### config.mk
export PLATFORM = sky130hd
export DESIGN_NAME = greedy_word_wrap_line_breaker_top
export DESIGN_NICKNAME = d
export VERILOG_FILES = /design/src/hdl/gwwl_pkg.sv /design/src/hdl/gwwl_front.sv /design/src/hdl/gwwl_fifo.sv /design/src/hdl/gwwl_back.sv /design/src/hdl/greedy_word_wrap_line_breaker_top.sv
export VERILOG_INCLUDE_DIRS = /design/src /design/src/hdl
export SDC_FILE = /design/constraint.sdc
export NUM_CORES = 1
export LEC_CHECK = 0
export BUFFER_PORTS_ARGS = -buffer_cell sky130_fd_sc_hd__buf_2
export CAP_MARGIN = 40
export CORE_AREA = 2 2 158 190
export CTS_BUF_LIST = sky130_fd_sc_hd__clkbuf_16
export CTS_CLUSTER_DIAMETER = 80
export CTS_CLUSTER_SIZE = 16
export DETAILED_ROUTE_END_ITERATION = 8
export DIE_AREA = 0 0 160 192
export PLACE_DENSITY = 0.77
export SLEW_MARGIN = 20
export SYNTH_ARGS = -nofsm -noshare
export SYNTH_HDL_FRONTEND = slang
export SYNTH_SLANG_ARGS = --single-unit
### constraint.sdc
create_clock -name clk -period 9.4 [get_ports clk]
set_input_delay 0.94 -clock clk [delete_from_list [all_inputs] [get_ports clk]]
set_output_delay 0.94 -clock clk [all_outputs]
set_load 0.01 [all_outputs]
### src/hdl/greedy_word_wrap_line_breaker_top_macros.svh
// ----------------------------------------------------------------------------
// Assertion macros for the greedy word wrap line breaker
// Concurrent checks that can be compiled out with NO_ASSERTIONS.
// ----------------------------------------------------------------------------
`ifndef GREEDY_WORD_WRAP_LINE_BREAKER_TOP_MACROS_SVH
`define GREEDY_WORD_WRAP_LINE_BREAKER_TOP_MACROS_SVH

`ifndef NO_ASSERTIONS
// Same-cycle implication, disabled during reset
`define GWWL_ASSERT_IMPL(label, clk, rst, ante, cons, msg) \
  label: assert property (@(posedge clk) disable iff (rst) (ante) |-> (cons)) \
    else $error(msg);
// Next-cycle implication, disabled during reset
`define GWWL_ASSERT_NEXT(label, clk, rst, ante, cons, msg) \
  label: assert property (@(posedge clk) disable iff (rst) (ante) |=> (cons)) \
    else $error(msg);
`else
`define GWWL_ASSERT_IMPL(label, clk, rst, ante, cons, msg)
`define GWWL_ASSERT_NEXT(label, clk, rst, ante, cons, msg)
`endif

`endif

### src/hdl/gwwl_pkg.sv
`timescale 1ns / 1ps
// ----------------------------------------------------------------------------
// gwwl_pkg
// Shared types and constants of the greedy word wrap line breaker.
// ----------------------------------------------------------------------------
package gwwl_pkg;

  localparam logic [7:0]  END_CODE = 8'd0;
  localparam logic [7:0]  SEP_CODE = 8'd32;

  localparam int          LINE_LIMIT_DEFAULT = 32;
  localparam int          QUEUE_DEPTH_DEFAULT = 4;

  // Register indexes on the configuration channel
  localparam logic [1:0]  REG_MAX_WIDTH    = 2'd0;
  localparam logic [1:0]  REG_CHAR_SPACING = 2'd1;
  localparam logic [1:0]  REG_SPACE_WIDTH  = 2'd2;

  localparam logic [15:0] MAX_WIDTH_RST    = 16'd640;
  localparam logic [3:0]  CHAR_SPACING_RST = 4'd0;
  localparam logic [7:0]  SPACE_WIDTH_RST  = 8'd8;

  typedef struct packed {
    logic [15:0]        max_width;
    logic signed [3:0]  char_spacing;
    logic [7:0]         space_width;
  } gwwl_cfg_t;

  // One finished word as handed from front to back
  typedef struct packed {
    logic [15:0] width;
    logic [15:0] length;
    logic        is_end;
  } gwwl_word_t;

  typedef struct packed {
    logic        overflow;
    logic        last_line;
    logic [15:0] line_length;
    logic [15:0] line_width;
    logic [4:0]  line_number;
  } gwwl_res_t;

  function automatic logic [15:0] spacing_ext(input logic signed [3:0] sp);
    return {{12{sp[3]}}, sp};
  endfunction

endpackage

### src/hdl/gwwl_front.sv
`timescale 1ns / 1ps
// ----------------------------------------------------------------------------
// gwwl_front
// Accumulate glyph widths of the open word; push the word on a break code.
// ----------------------------------------------------------------------------
module gwwl_front
  import gwwl_pkg::*;
(
  input  logic              clk,
  input  logic              rst,
  input  logic              in_fire,
  input  logic [7:0]        char_code,
  input  logic [7:0]        glyph_width,
  input  logic signed [3:0] char_spacing,
  output logic              push,
  output gwwl_word_t        push_word
);

  logic [15:0] word_width_acc;
  logic [15:0] word_length_acc;
  logic [15:0] sp16;
  logic        is_break;

  assign sp16     = spacing_ext(char_spacing);
  assign is_break = (char_code == END_CODE) || (char_code == SEP_CODE);

  assign push              = in_fire && is_break;
  assign push_word.width   = 16'(word_width_acc - sp16);
  assign push_word.length  = word_length_acc;
  assign push_word.is_end  = (char_code == END_CODE);

  always_ff @(posedge clk) begin
    if (rst) begin
      word_width_acc  <= '0;
      word_length_acc <= '0;
    end else if (in_fire) begin
      if (is_break) begin
        word_width_acc  <= '0;
        word_length_acc <= '0;
      end else begin
        word_width_acc  <= 16'(word_width_acc + {8'd0, glyph_width} + sp16);
        word_length_acc <= 16'(word_length_acc + 16'd1);
      end
    end
  end

endmodule

### src/hdl/gwwl_fifo.sv
`timescale 1ns / 1ps
// ----------------------------------------------------------------------------
// gwwl_fifo
// Short word queue between front and back.
// ----------------------------------------------------------------------------
module gwwl_fifo
  import gwwl_pkg::*;
#(
  parameter int DEPTH = QUEUE_DEPTH_DEFAULT
)(
  input  logic       clk,
  input  logic       rst,
  input  logic       wr_en,
  input  gwwl_word_t wr_data,
  output logic       full,
  input  logic       rd_en,
  output logic       rd_valid,
  output gwwl_word_t rd_data
);

  localparam int PW = (DEPTH > 1) ? $clog2(DEPTH) : 1;
  localparam int CW = $clog2(DEPTH + 1);
  localparam logic [PW-1:0] LAST_PTR = PW'(DEPTH - 1);
  localparam logic [CW-1:0] FULL_CNT = CW'(DEPTH);

  gwwl_word_t    mem [DEPTH];
  logic [PW-1:0] wr_ptr;
  logic [PW-1:0] rd_ptr;
  logic [CW-1:0] count;
  logic          do_wr;
  logic          do_rd;

  assign full     = (count == FULL_CNT);
  assign rd_valid = (count != '0);
  assign rd_data  = mem[rd_ptr];
  assign do_wr    = wr_en && !full;
  assign do_rd    = rd_en && rd_valid;

  always_ff @(posedge clk) begin
    if (do_wr) begin
      mem[wr_ptr] <= wr_data;
    end
  end

  always_ff @(posedge clk) begin
    if (rst) begin
      wr_ptr <= '0;
      rd_ptr <= '0;
      count  <= '0;
    end else begin
      if (do_wr) begin
        wr_ptr <= (wr_ptr == LAST_PTR) ? '0 : PW'(wr_ptr + 1'b1);
      end
      if (do_rd) begin
        rd_ptr <= (rd_ptr == LAST_PTR) ? '0 : PW'(rd_ptr + 1'b1);
      end
      if (do_wr && !do_rd) begin
        count <= CW'(count + 1'b1);
      end else if (do_rd && !do_wr) begin
        count <= CW'(count - 1'b1);
      end
    end
  end

endmodule

### src/hdl/gwwl_back.sv
`timescale 1ns / 1ps
`include "greedy_word_wrap_line_breaker_top_macros.svh"
// ----------------------------------------------------------------------------
// gwwl_back
// Place words on lines and drive the result register.
// ----------------------------------------------------------------------------
module gwwl_back
  import gwwl_pkg::*;
#(
  parameter int LINE_LIMIT = LINE_LIMIT_DEFAULT
)(
  input  logic       clk,
  input  logic       rst,
  input  gwwl_cfg_t  cfg,
  input  logic       word_valid,
  input  gwwl_word_t word,
  output logic       word_pop,
  output logic       out_valid,
  input  logic       out_ready,
  output gwwl_res_t  out_res
);

  localparam int IDX_CAP_I = (LINE_LIMIT - 1 > 31) ? 31 : LINE_LIMIT - 1;
  localparam logic [4:0] IDX_CAP = 5'(IDX_CAP_I);

  logic [15:0] line_width_acc;
  logic [15:0] line_length_acc;
  logic        first_word_flag;
  logic [4:0]  line_index;
  logic        overflow_seen;

  logic        pend_valid;
  gwwl_res_t   pend_res;

  logic        slot_free;
  logic [15:0] sp16;
  logic [15:0] join_cost;
  logic [15:0] need;
  logic [16:0] fit_sum;
  logic        fits;
  logic        spill;
  logic [15:0] nl_width;
  logic [15:0] nl_length;
  logic [4:0]  n_index;
  logic        n_ovf;
  gwwl_res_t   spill_res;
  gwwl_res_t   final_res;

  assign slot_free = !out_valid || out_ready;
  assign word_pop  = word_valid && slot_free && !pend_valid;

  assign sp16      = spacing_ext(cfg.char_spacing);
  assign join_cost = 16'({8'd0, cfg.space_width} + sp16 + sp16);
  assign need      = 16'(join_cost + word.width);
  assign fit_sum   = {1'b0, line_width_acc} + {1'b0, need};
  assign fits      = (fit_sum <= {1'b0, cfg.max_width});
  assign spill     = !first_word_flag && !fits;

  always_comb begin
    n_index = line_index;
    n_ovf   = overflow_seen;
    if (first_word_flag || spill) begin
      nl_width  = word.width;
      nl_length = word.length;
    end else begin
      nl_width  = 16'(line_width_acc + need);
      nl_length = 16'(line_length_acc + 16'd1 + word.length);
    end
    if (spill) begin
      if (line_index >= IDX_CAP) begin
        n_ovf = 1'b1;
      end else begin
        n_index = 5'(line_index + 1'b1);
      end
    end
  end

  always_comb begin
    spill_res.line_number = line_index;
    spill_res.line_width  = line_width_acc;
    spill_res.line_length = line_length_acc;
    spill_res.last_line   = 1'b0;
    spill_res.overflow    = overflow_seen;
    final_res.line_number = n_index;
    final_res.line_width  = nl_width;
    final_res.line_length = nl_length;
    final_res.last_line   = 1'b1;
    final_res.overflow    = n_ovf;
  end

  // Sentence state
  always_ff @(posedge clk) begin
    if (rst) begin
      line_width_acc  <= '0;
      line_length_acc <= '0;
      first_word_flag <= 1'b1;
      line_index      <= '0;
      overflow_seen   <= 1'b0;
    end else if (word_pop) begin
      if (word.is_end) begin
        line_width_acc  <= '0;
        line_length_acc <= '0;
        first_word_flag <= 1'b1;
        line_index      <= '0;
        overflow_seen   <= 1'b0;
      end else begin
        line_width_acc  <= nl_width;
        line_length_acc <= nl_length;
        first_word_flag <= 1'b0;
        line_index      <= n_index;
        overflow_seen   <= n_ovf;
      end
    end
  end

  // Result register and the held final line after a spill at sentence end
  always_ff @(posedge clk) begin
    if (rst) begin
      out_valid  <= 1'b0;
      pend_valid <= 1'b0;
    end else begin
      if (pend_valid) begin
        if (slot_free) begin
          out_valid  <= 1'b1;
          pend_valid <= 1'b0;
        end
      end else if (word_pop) begin
        out_valid  <= spill || word.is_end;
        pend_valid <= spill && word.is_end;
      end else if (out_ready) begin
        out_valid <= 1'b0;
      end
    end
  end

  always_ff @(posedge clk) begin
    if (pend_valid) begin
      if (slot_free) begin
        out_res <= pend_res;
      end
    end else if (word_pop) begin
      out_res  <= spill ? spill_res : final_res;
      pend_res <= final_res;
    end
  end

  `GWWL_ASSERT_IMPL(a_no_pop_while_pending, clk, rst, pend_valid, !word_pop,
                    "word taken while a final line is pending")
  `GWWL_ASSERT_IMPL(a_index_capped, clk, rst, 1'b1, line_index <= IDX_CAP,
                    "line index above cap")
  `GWWL_ASSERT_NEXT(a_end_restarts, clk, rst, word_pop && word.is_end,
                    first_word_flag && !overflow_seen && line_index == '0,
                    "sentence state not cleared after end")
  `GWWL_ASSERT_NEXT(a_pending_follows_spill, clk, rst,
                    word_pop && spill && word.is_end,
                    pend_valid && out_valid && !out_res.last_line,
                    "spilled line and final line out of order")

endmodule

### src/hdl/greedy_word_wrap_line_breaker_top.sv
`timescale 1ns / 1ps
// ----------------------------------------------------------------------------
// greedy_word_wrap_line_breaker_top
// Greedy word wrap of a character stream into lines of limited pixel width.
// ----------------------------------------------------------------------------
// Usage:
//   s_axis carries one character per transaction: code in tdata[7:0], glyph
//   width in tdata[15:8]. Code 32 separates words, code 0 ends the sentence.
//   m_axis carries one finished line per transaction; tlast marks the final
//   line of a sentence and tuser raises when the line limit was exceeded.
//   The cfg channel writes max_width (0), char_spacing (1), space_width (2);
//   it is always ready and must only be used while the block is idle.
// Timing:
//   One character is taken every cycle while the queue has room. Word breaks
//   go through a short queue to the line stage, which registers each line and
//   places one word per cycle unless m_axis stalls or a final line is held. A
//   sentence end that also spills gives two lines, the spilled one first.
// Reset (rst, synchronous): registers return to 640 / 0 / 8, the open word
//   and line are dropped and the line count restarts at zero.
// Stall: a held m_axis keeps its line stable; the line stage and then the
//   queue fill, after which s_axis_tready drops until room frees up.
// ----------------------------------------------------------------------------
module greedy_word_wrap_line_breaker_top
  import gwwl_pkg::*;
#(
  parameter int LINE_LIMIT  = LINE_LIMIT_DEFAULT,
  parameter int QUEUE_DEPTH = QUEUE_DEPTH_DEFAULT
)(
  input  logic        clk,
  input  logic        rst,
  // Character stream
  input  logic        s_axis_tvalid,
  output logic        s_axis_tready,
  input  logic [15:0] s_axis_tdata,   // [7:0] char_code, [15:8] glyph_width
  // Line stream
  output logic        m_axis_tvalid,
  input  logic        m_axis_tready,
  output logic [39:0] m_axis_tdata,   // [4:0] line_number, [20:5] line_width,
                                      // [36:21] line_length, [39:37] zero
  output logic        m_axis_tlast,   // last_line
  output logic        m_axis_tuser,   // [0] overflow
  // Configuration writes
  input  logic        cfg_valid,
  output logic        cfg_ready,
  input  logic [1:0]  cfg_index,
  input  logic [15:0] cfg_data
);

  gwwl_cfg_t  cfg;
  logic       in_fire;
  logic       push;
  gwwl_word_t push_word;
  logic       queue_full;
  logic       word_valid;
  gwwl_word_t word;
  logic       word_pop;
  gwwl_res_t  res;

  // Register file: always ready, unknown indexes are dropped
  assign cfg_ready = 1'b1;

  always_ff @(posedge clk) begin
    if (rst) begin
      cfg.max_width    <= MAX_WIDTH_RST;
      cfg.char_spacing <= CHAR_SPACING_RST;
      cfg.space_width  <= SPACE_WIDTH_RST;
    end else if (cfg_valid && cfg_ready) begin
      unique case (cfg_index)
        REG_MAX_WIDTH:    cfg.max_width    <= cfg_data;
        REG_CHAR_SPACING: cfg.char_spacing <= cfg_data[3:0];
        REG_SPACE_WIDTH:  cfg.space_width  <= cfg_data[7:0];
        default: ;
      endcase
    end
  end

  // Hold off input only when the word queue has no room
  assign s_axis_tready = !queue_full;
  assign in_fire       = s_axis_tvalid && s_axis_tready;

  gwwl_front u_front (
    .clk          (clk),
    .rst          (rst),
    .in_fire      (in_fire),
    .char_code    (s_axis_tdata[7:0]),
    .glyph_width  (s_axis_tdata[15:8]),
    .char_spacing (cfg.char_spacing),
    .push         (push),
    .push_word    (push_word)
  );

  gwwl_fifo #(
    .DEPTH (QUEUE_DEPTH)
  ) u_fifo (
    .clk      (clk),
    .rst      (rst),
    .wr_en    (push),
    .wr_data  (push_word),
    .full     (queue_full),
    .rd_en    (word_pop),
    .rd_valid (word_valid),
    .rd_data  (word)
  );

  gwwl_back #(
    .LINE_LIMIT (LINE_LIMIT)
  ) u_back (
    .clk        (clk),
    .rst        (rst),
    .cfg        (cfg),
    .word_valid (word_valid),
    .word       (word),
    .word_pop   (word_pop),
    .out_valid  (m_axis_tvalid),
    .out_ready  (m_axis_tready),
    .out_res    (res)
  );

  // Pack the line result onto the output bus
  assign m_axis_tdata = {3'b000, res.line_length, res.line_width, res.line_number};
  assign m_axis_tlast = res.last_line;
  assign m_axis_tuser = res.overflow;

endmodule

==> results of run 1 <==
-- stage by stage --
stage	area, um^2	utilization [%]	power [W]
after global routing	18550	64.51	0.006707
after detailed placement	17900	62.25	0.005354
after floorplan	17090	-	0.004568
final	18550	64.51	0.006269
after CTS	18550	64.51	0.006260
after global placement	17840	62.05	0.005218
-- per-layer routing --
metal	routed length (um)	vias to the layer above	global-route usage, %
li1	-	5645	-
met1	15210	5607	29.93
met2	17400	330	41.33
met3	1778	52	2.634
met4	864	0	6.999
met5	0	-	0
-- cell usage in the layout (no fill, tap or decap), types with 54 or more instances in the layout --
| master | Yosys | layout |
|---|---|---|
| sky130_fd_sc_hd__buf_2 | 5 | 79 |
| sky130_fd_sc_hd__xnor2_1 | 54 | 54 |
| sky130_fd_sc_hd__dfxtp_1 | 110 | 108 |
| sky130_fd_sc_hd__nor2_1 | 142 | 141 |
| sky130_fd_sc_hd__a21oi_1 | 82 | 82 |
| sky130_fd_sc_hd__ha_1 | 114 | 114 |
| sky130_fd_sc_hd__inv_1 | 81 | 99 |
| sky130_fd_sc_hd__edfxtp_1 | 209 | 209 |
| sky130_fd_sc_hd__nand2_1 | 115 | 115 |
| sky130_fd_sc_hd__o21ai_0 | 67 | 67 |
-- worst max-delay path by stage --
stage | startpoint | end | slack, ns
after CTS | cfg[8] | u_back.out_res[33] | 1.77
after global placement | cfg[8] | u_back.out_res[28] | 1.74
final | cfg[8] | u_back.out_res[33] | 1.71
after global routing | cfg[9] | u_back.out_res[33] | 1.13
after floorplan | cfg[11] | u_back.out_res[30] | 2.57
after detailed placement | cfg[8] | u_back.out_res[28] | 1.81
-- report_power, final --
part | switching (W) | internal, W | leakage (nW)
clock network | 0.000456 | 0.000444 | 0.384
registers | 0.000143 | 0.00198 | 2.82
logic | 0.00191 | 0.00134 | 4.15
total | 0.00251 | 0.00376 | 7.36
-- registers in the layout, summed over array words and instances (netlist names), 3 cells and up, named ones only --
signal	flops
u_back.out_res	39
u_front.word_width_acc	16
u_fifo.mem	132
u_back.pend_res	38
u_back.line_width_acc	16
u_front.word_length_acc	16
u_back.line_index	5
u_back.line_length_acc	16
cfg	28
u_fifo.count	3
-- cells by family after synthesis --
family | share of synthesized area, %
flops | 49.63
simple gates | 10.58
buf+inv | 3.531
xor+xnor | 4.205
compound gates | 12.10
other cells | 0.04397
fa+ha+maj | 10.11
mux | 9.801
-- layout make-up --
class | instances | area share, %
repair buffers | 103 | 3.251
well taps | 385 | 2.596
clock buffers | 23 | 3.102
clock inverters | 19 | 0.4114
flip-flops and latches | 319 | 45.71
multi-input cells | 1046 | 43.27
inverters | 82 | 1.659
-- worst max-delay path: cells and delay by family, from the launching register on --
kind,cells,cell delay [ns]
AOI/OAI and AO/OA,15,2.43
xor gates and xnor gates,2,0.26
adders and majority gates,5,1.69
buffers and inverters,4,0.76
DFF,1,0.41
muxes,1,0.20
and+or+nand+nor,6,1.63
==> out/qor.txt, run 1 <==
FF+latch count, synth: 319
flip-flop and latch area: 8481 um^2
area of the mapped netlist: 17080 um^2
CP peak stage delay: 0.55 ns
capture point of the worst reg-to-reg path: u_back.out_res[33]
Slew headroom: 50.04%
worst IR drop on VDD: 0.0002315 V
Netlist cell types: 78
leakage component of the power: 7.355 nW
area taken by multi-input logic gates: 8028 um^2
slew at the pin closest to its max-slew limit: 0.7477 ns
via count of the first global-routing pass: 11470
final standard cell count with taps included and fillers excluded: 1977
class of the most critical setup path: reg2reg
Pwr Density: 337.9 nW/um^2
post-route DRC violation count: 0
HP Start: cfg[16]
worst-path cell with the longest stage delay: sky130_fd_sc_hd__or4_1
kind of path behind the tightest hold check: reg2reg
number of clock sinks: 319
Setup-failing EPs final: 0
kind of capture point of the worst setup path: flop
Post-synth ARST share: 0%
leading cell type by number of instances after synthesis: sky130_fd_sc_hd__edfxtp_1
post-DR vias/cell: 5.885
portion of the post-synthesis area used by sequential elements: 49.63%
number of buffers inserted for hold repair after clock tree synthesis: 0
standard cell core area: 28760 um^2
status: complete, no violations
Synth area leader: sky130_fd_sc_hd__edfxtp_1
hold depth: 2
number of antenna-violating nets in the routed design: 0
total negative slack: 0 ns
critical path peak fanout: 24
aggregate global routing overflow: 0
startpoint type of the worst setup path: flop
syn_area_per_cell: 11.33 um^2
initial standard-cell utilization of the core: 59.40%
top cells by count, synth: sky130_fd_sc_hd__edfxtp_1, sky130_fd_sc_hd__nor2_1, sky130_fd_sc_hd__nand2_1
Post-Route Skew: 0.01389 ns
iteration count of the initial detailed-routing pass: 5
Synth Warn #: 0
Die Outline Area: 30720 um^2
maximum level of the CTS H-tree: 1
period utilisation layout: 81.84%
unrepaired setup endpoints after global routing: no
routed vias: 11630
count of cells resized by post-cts repair: 0
clock tree from TritonCTS: built
buffer count from post-CTS setup fixing: 0
number of antenna violations at the first check in global routing: 0
GRT Resource Usage Total: 23.17%
Final nets: 1743
HPWL Detailed: 24900 um
critical path arrival: 7.95 ns
most used flip-flop cell after synthesis: sky130_fd_sc_hd__edfxtp_1
final setup slack of the worst path: 1.707 ns
maxcap violations: 0
Final Routed Wirelength: 35250 um
fillers: 2207
first-pass GRT wire length: 57810 um
buffer levels on the longest clock path: 3
required time at the endpoint of the critical path: 9.66 ns
startpoint of the lowest-slack register-to-register path: cfg[8]
I/O pin count: 84
Area contributors post-synth: sky130_fd_sc_hd__edfxtp_1, sky130_fd_sc_hd__dfxtp_1, sky130_fd_sc_hd__ha_1
Routed WL per cell: 17.83 um
sink of the worst hold path: cfg[16]
Clock Root Buffer: sky130_fd_sc_hd__clkbuf_16
worst hold slack: 0.4599 ns
ratio of cells with drive above 1 in the final layout: 13.38%
maximum clock frequency: 130.0 MHz
Die Y: 192 um
number of pins exceeding their max-slew limit in the final report: 0
count of final hold-check violations: 0
time the final worst path needs with I/O delays and setup: 7.693 ns
routability cong.: 0.9181
die outline width: 160 um
EDFF count, synth: 209
largest net degree at the start of global routing: 73
Place WS: 1.807 ns
number of diodes: 0
clock latency of the later-clocked register in the worst-skew pair: 0.53 ns
clock-pin transition on the worst setup and hold timing paths: 0.07 ns
reg-to-reg slack, setup: 1.71 ns
violation count after the first detailed-routing iteration: 834
count of standard-cell rows: 68
signed area change from the synthesized netlist to the final layout: 8.614%
count of mapped cells out of synthesis: 1507
cell total after placement: 1935
port buffer count: 79
FF-to-FF path depth: 33
portion of synthesized cell area occupied by the leading cell type: 36.74%
TritonCTS buffer count: 23
No activity file was read; power rests on OpenSTA's default activity.
==> run 2: changes to the inputs <==
==> constraint.sdc (replaced) <==
create_clock -name clk -period 7.2 [get_ports clk]
set_input_delay 0.72 -clock clk [delete_from_list [all_inputs] [get_ports clk]]
set_output_delay 0.72 -clock clk [all_outputs]
set_load 0.01 [all_outputs]
==> run 2 against run 1 <==
Effect of this change: first-iteration DRC count is 1.4% lower; flip-flop and latch count stayed put; critical path type unchanged; largest cell class unchanged; global-route usage up 0.19 points; clock power grew 31%; register-to-register slack worse by 1.5 ns; sequential power up 30%; non-clock buffer count rose by 17; setup slack got worse by 1.5 ns; clock skew shrank 0.00081 ns; routed wire length rose by 1.5%; final cell count up 0.86%; sequential share of layout area shrank 0.70 points.
==> out/qor.txt, run 2 (synthesis gave the netlist of run 1 again) <==
buffer levels on the longest clock path: 3 (unchanged)
standard cell core area: 28760 um^2 (unchanged)
maximum clock frequency: 143.3 MHz (+10%)
signed area change from the synthesized netlist to the final layout: 10.36%
Clock Root Buffer: sky130_fd_sc_hd__clkbuf_16
port buffer count: 79 (unchanged)
maximum level of the CTS H-tree: 1 (unchanged)
number of antenna violations at the first check in global routing: 0 (unchanged)
critical path arrival: 7.38 ns (-0.57 ns)
GRT Resource Usage Total: 23.36% (+0.19 points)
first-pass GRT wire length: 58230 um (+0.73%)
slew at the pin closest to its max-slew limit: 0.7641 ns (+0.01644 ns)
iteration count of the initial detailed-routing pass: 5 (unchanged)
post-DR vias/cell: 5.916 (+0.54%)
die outline width: 160 um (unchanged)
violation count after the first detailed-routing iteration: 822 (-1.4%)
critical path peak fanout: 7 (-71%)
Largest regs: u_fifo.mem x132, u_back.out_res x39, u_back.pend_res x38
HPWL Detailed: 24600 um (-1.2%)
total negative slack: 0 ns (unchanged)
final setup slack of the worst path: 0.2205 ns (-1.487 ns)
count of final hold-check violations: 0 (unchanged)
startpoint type of the worst setup path: flop
ratio of cells with drive above 1 in the final layout: 15.54% (+2.2 points)
time the final worst path needs with I/O delays and setup: 6.979 ns (-0.7135 ns)
period utilisation layout: 96.94% (+15 points)
register bank with the most flops: u_fifo.mem
Pwr Density: 448.4 nW/um^2 (+33%)
top cell family by delay on the critical path: compound AO/OA/AOI/OAI gates
aggregate global routing overflow: 0 (unchanged)
final standard cell count with taps included and fillers excluded: 1994 (+0.86%)
post-route DRC violation count: 0 (unchanged)
Largest register FFs: 132 (unchanged)
initial standard-cell utilization of the core: 59.40% (unchanged)
routability cong.: 0.9423 (+2.6%)
TritonCTS buffer count: 23 (unchanged)
clock-pin transition on the worst setup and hold timing paths: 0.08 ns (about the same)
number of buffers inserted for hold repair after clock tree synthesis: 0 (unchanged)
number of pins exceeding their max-slew limit in the final report: 0 (unchanged)
worst IR drop on VDD: 0.0004342 V (+88%)
via count of the first global-routing pass: 11710 (+2.1%)
Setup-failing EPs final: 0 (unchanged)
Post-Route Skew: 0.01308 ns (-0.0008096 ns)
required time at the endpoint of the critical path: 7.60 ns (-2.06 ns)
fillers: 2212 (+0.23%)
Buf/Inv on CP: 7 (+3)
status: complete, no violations
maxcap violations: 0 (unchanged)
most common cell after layout, fill and taps aside: sky130_fd_sc_hd__edfxtp_1
Final Routed Wirelength: 35800 um (+1.5%)
Die Outline Area: 30720 um^2 (unchanged)
kind of capture point of the worst setup path: flop
clock latency of the later-clocked register in the worst-skew pair: 0.53 ns (about the same)
leading cell types in the layout, fill and taps excluded: sky130_fd_sc_hd__edfxtp_1, sky130_fd_sc_hd__nor2_1, sky130_fd_sc_hd__nand2_1
Die Y: 192 um (unchanged)
kind of path behind the tightest hold check: in2reg
class of the most critical setup path: reg2reg
Slew headroom: 48.41% (-1.6 points)
count of standard-cell rows: 68 (unchanged)
clock tree from TritonCTS: built
Routed WL per cell: 17.95 um (+0.67%)
I/O pin count: 84 (unchanged)
leakage component of the power: 7.483 nW (+1.7%)
worst-path cell with the longest stage delay: sky130_fd_sc_hd__or4_4
CP peak stage delay: 0.55 ns (about the same)
number of antenna-violating nets in the routed design: 0 (unchanged)
number of clock sinks: 319 (unchanged)
number of diodes: 0 (unchanged)
Place WS: 0.04999 ns (-1.757 ns)
largest net degree at the start of global routing: 73 (unchanged)
Final nets: 1760 (+0.98%)
cell total after placement: 1938 (+0.16%)
routed vias: 11800 (+1.4%)
==> run 2: cell types whose count changed in the layout (fill, tap and decap cells not counted), sizes merged <==
cell    previous run  this run
bufbuf             0         1
buf              103       118
clkbuf            23        24
==> run 2: area by class of cell <==
type                            instances  area [um^2]  area share [%]
Clock buffer                           23        575.6           3.053
Clock inverter                         19        76.32          0.4049
Inverter                               82        307.8           1.633
Multi-Input combinational cell       1046         8128           43.12
Sequential cell                       319         8486           45.02
Tap cell                              385        481.7           2.555
Timing Repair Buffer                  120        795.8           4.221
==> run 2: repair_timing <==
item	CTS	global route
gates resized for setup	4	29
gates cloned	1	0
buffers inserted	6	6
hold endpoints to repair	0	0
pin swaps	1	12
setup endpoints to repair	2	110
==> run 2: metrics by stage <==
stage	instance area, um^2	hold slack (ns)	util (%)	total power (W)
floorplan	17090	0.4363	-	0.005964
global placement	17890	0.4444	62.22	0.006877
detailed placement	17920	0.4478	62.32	0.007035
CTS	18660	0.4139	64.89	0.008301
global route	18850	0.4232	65.55	0.009031
finish	18850	0.4210	65.55	0.008453
==> run 2: power breakdown <==
group | total [W] | leakage, nW | internal [W] | switching (W)
registers | 0.00276 | 2.82 | 0.00258 | 0.000177
logic | 0.00451 | 4.28 | 0.00191 | 0.00260
clock network | 0.00118 | 0.384 | 0.000580 | 0.000603
total | 0.00845 | 7.48 | 0.00507 | 0.00338
==> run 2: worst paths after layout <==
| check | from | to | slack [ns] | cells past startpoint |
|---|---|---|---|---|
| setup reg to reg | cfg[8] | u_back.line_width_acc[13] | 0.22 | 34 |
| hold / removal | cfg_data[13] | cfg[25] | 0.42 | 3 |
| hold reg to reg | cfg[25] | cfg[25] | 0.46 | 2 |
| setup / recovery | cfg[8] | u_back.line_width_acc[13] | 0.22 | 34 |
==> run 2: tightest hold or removal path, delay by kind of cell <==
kind	cells	cell delay, ns
AOI/OAI and AO/OA	1	0.05
buffers and inverters	1	0.09
and+or+nand+nor	1	0.04
==> run 2: per-layer routing <==
metal | vias to the layer above | track usage, % | part of all wire (%)
met5 | - | 0 | 0
met4 | 0 | 5.648 | 1.6
li1 | 5705 | - | -
met1 | 5745 | 30.32 | 43
met2 | 303 | 42.47 | 50
met3 | 44 | 2.224 | 5.0
==> run 3: changes to the inputs <==
--- a/config.mk
+++ b/config.mk
@@ -14,7 +14,7 @@
 export CTS_CLUSTER_SIZE = 16
 export DETAILED_ROUTE_END_ITERATION = 8
 export DIE_AREA = 0 0 160 192
-export PLACE_DENSITY = 0.77
+export PLACE_DENSITY = 0.86
 export SLEW_MARGIN = 20
 export SYNTH_ARGS = -nofsm -noshare
 export SYNTH_HDL_FRONTEND = slang
==> run 3 against run 2 <==
Effect of this change: sequential power barely moved; non-clock buffer count rose by 7; global-route usage rose by 0.64 points; setup slack improved by 0.077 ns; clock skew rose by 0.017 ns; clock power barely moved; first-iteration DRC count rose by 8.8%; combinational power rose by 3%; via count rose by 2.0%; worst hold slack improved by 0.0034 ns; design area rose by 0.34%; core utilization rose by 0.22 points; largest cell class unchanged; largest power group unchanged; highest routed layer unchanged.
==> out/qor.txt, run 3 (synthesis gave the netlist of run 1 again) <==
most utilized layer in the global route result: met2
fraction of the core area covered by cells at the end of the flow: 65.77% (+0.22 points)
Pwr Density: 454.1 nW/um^2 (+1.3%)
GRT Resource Usage Total: 24.00% (+0.64 points)
time the final worst path needs with I/O delays and setup: 6.902 ns (-0.07708 ns)
startpoint type of the worst setup path: flop
flip-flop and latch area: 8489 um^2 (about the same)
iteration count of the initial detailed-routing pass: 5 (unchanged)
Place WS: 0.0002554 ns (-0.04974 ns)
Final nets: 1767 (+0.40%)
critical path arrival: 7.15 ns (-0.23 ns)
switching pwr: 0.003449 W (+2.0%)
portion of total power attributed to the clock network: 13.8% (-0.2 points)
standard cell core area: 28760 um^2 (unchanged)
violation count after the first detailed-routing iteration: 894 (+8.8%)
share of total power in combinational logic: 54.0% (+0.6 points)
Internal Power: 0.005141 W (+1.4%)
Buf/Inv on CP: 4 (-3)
Clock Root Buffer: sky130_fd_sc_hd__clkbuf_16
maximum clock frequency: 144.9 MHz (+1.1%)
worst-path cell with the longest stage delay: sky130_fd_sc_hd__or4_4
kind of capture point of the worst setup path: flop
FF-to-FF path depth: 33 (-2.9%)
maxcap violations: 0 (unchanged)
slew at the pin closest to its max-slew limit: 0.7822 ns (+0.01811 ns)
Routed WL per cell: 18.68 um (+4.0%)
signed area change from the synthesized netlist to the final layout: 10.73%
capture point of the worst reg-to-reg path: u_back.out_res[28]
ratio of cells with drive above 1 in the final layout: 16.04% (+0.50 points)
met2 global-route usage: 44.02% (+1.5 points)
Die Y: 192 um (unchanged)
register bank with the most flops: u_fifo.mem
TritonCTS buffer count: 23 (unchanged)
area taken by multi-input logic gates: 8120 um^2 (about the same)
Setup-failing EPs final: 0 (unchanged)
maximum level of the CTS H-tree: 1 (unchanged)
clock latency of the later-clocked register in the worst-skew pair: 0.54 ns (about the same)
startpoint of the lowest-slack register-to-register path: cfg[8]
initial standard-cell utilization of the core: 59.40% (unchanged)
first-pass GRT wire length: 59700 um (+2.5%)
class of the most critical setup path: reg2reg
worst IR drop on VDD: 0.0003325 V (-23%)
status: complete, no violations
CP Capture Point: u_back.out_res[28]
met1 demand-to-capacity share in global routing: 29.49% (-0.83 points)
Levels on crit path: 33 (-2.9%)
number of antenna-violating nets in the routed design: 0 (unchanged)
hold depth: 3 (unchanged)
number of pins exceeding their max-slew limit in the final report: 0 (unchanged)
most common cell after layout, fill and taps aside: sky130_fd_sc_hd__edfxtp_1
Post-Route Skew: 0.03001 ns (+0.01693 ns)
leakage component of the power: 7.527 nW (+0.60%)
Die Outline Area: 30720 um^2 (unchanged)
Design Power: 0.008590 W (+1.6%)
via count of the first global-routing pass: 11890 (+1.6%)
clock tree from TritonCTS: built
number of diodes: 0 (unchanged)
Final Routed Wirelength: 37350 um (+4.3%)
GR Util met3: 2.462% (+0.24 points)
CP peak stage delay: 0.58 ns (+0.03 ns)
Largest register FFs: 132 (unchanged)
count of final hold-check violations: 0 (unchanged)
crit path launch: cfg[8]
final setup slack of the worst path: 0.2976 ns (+0.07708 ns)
reg-to-reg slack, setup: 0.30 ns (+0.08 ns)
net switching fraction of the power: 40.15% (+0.14 points)
post-route DRC violation count: 0 (unchanged)
clock-pin transition on the worst setup and hold timing paths: 0.08 ns (about the same)
period utilisation layout: 95.87% (-1.1 points)
top cell family by delay on the critical path: compound AO/OA/AOI/OAI gates
routed vias: 12040 (+2.0%)
buffer levels on the longest clock path: 3 (unchanged)
dominant cell type by count on the critical path: sky130_fd_sc_hd__ha_1
fillers: 2064 (-6.7%)
aggregate global routing overflow: 0 (unchanged)
post-DR vias/cell: 6.018 (+1.7%)
HPWL Detailed: 25730 um (+4.6%)
largest net degree at the start of global routing: 73 (unchanged)
leading cell types in the layout, fill and taps excluded: sky130_fd_sc_hd__edfxtp_1, sky130_fd_sc_hd__nor2_1, sky130_fd_sc_hd__nand2_1
total negative slack: 0 ns (unchanged)
I/O pin count: 84 (unchanged)
Slew headroom: 47.85% (-0.56 points)
routability cong.: 1.001 (+6.3%)
number of clock sinks: 319 (unchanged)
critical path peak fanout: 5 (-2)
number of antenna violations at the first check in global routing: 0 (unchanged)
die outline width: 160 um (unchanged)
kind of path behind the tightest hold check: in2reg
part of the total power dissipated in sequential elements: 32.3% (-0.4 points)
count of standard-cell rows: 68 (unchanged)
Largest regs: u_fifo.mem x132, u_back.out_res x39, u_back.pend_res x38
port buffer count: 79 (unchanged)
required time at the endpoint of the critical path: 7.45 ns (-0.15 ns)
==> run 3: changes by cell type in the layout (fill, tap and decap cells not counted), sizes merged <==
| cell | previous run | this run |
|---|---|---|
| buf | 118 | 125 |
| inv | 100 | 99 |
==> run 3: area by class of cell <==
| type | count | share of cell area (%) |
|---|---|---|
| clock buffer | 23 | 3.043 |
| clock inverter | 18 | 0.3572 |
| inverter | 82 | 1.627 |
| multi-input combinational | 1046 | 42.93 |
| sequential | 319 | 44.88 |
| tap | 385 | 2.547 |
| timing repair buffer | 127 | 4.611 |
==> run 3: worst min path at each step <==
stage / from / endpoint
2_1_floorplan: cfg[13] / cfg[13]
3_3_place_gp: cfg[20] / cfg[20]
3_5_place_dp: cfg[13] / cfg[13]
4_1_cts: cfg_data[15] / cfg[27]
5_1_grt: cfg_data[9] / cfg[21]
6_report: cfg_data[9] / cfg[21]
==> run 3: routing by layer <==
metal	wire (um)	vias up
li1	-	5721
met1	15280	5815
met2	18720	428
met3	2041	71
met4	1311	0
met5	0	-
==> run 3: what timing repair did <==
item / in CTS / in global routing
setup endpoints to repair: 21 / 110
gates cloned: 1 / 1
hold endpoints to repair: 0 / 0
hold buffers: 0 / 0
pin swaps: 3 / 16
buffers inserted: 4 / 14
gates resized for setup: 2 / 39
==> run 3: stage by stage <==
stage,hold slack (ns),instances,area [um^2]
2_1_floorplan,0.4363,1509,17090
3_3_place_gp,0.4446,1935,17890
3_5_place_dp,0.4470,1938,17940
4_1_cts,0.4127,1984,18650
5_1_grt,0.4476,2000,18910
6_report,0.4244,2000,18910
==> run 3: worst register-to-register path: cells and delay by family (launching register included) <==
kind                       cells  cell delay, ns
buffers and inverters          4            0.48
muxes                          2            0.52
DFF                            1            0.36
xor gates and xnor gates       3            0.29
adders and majority gates      5            1.25
and+or+nand+nor                6            1.60
AOI/OAI and AO/OA             13            2.09
==> run 3: power by group through the flow <==
stage | clock, W | combinational [W] | sequential [W]
after detailed placement | 0 | 0.00427 | 0.00281
after global routing | 0.00125 | 0.00504 | 0.00281
after floorplan | 0 | 0.00315 | 0.00282
after global placement | 0 | 0.00406 | 0.00280
after CTS | 0.00120 | 0.00437 | 0.00277
final | 0.00118 | 0.00464 | 0.00277
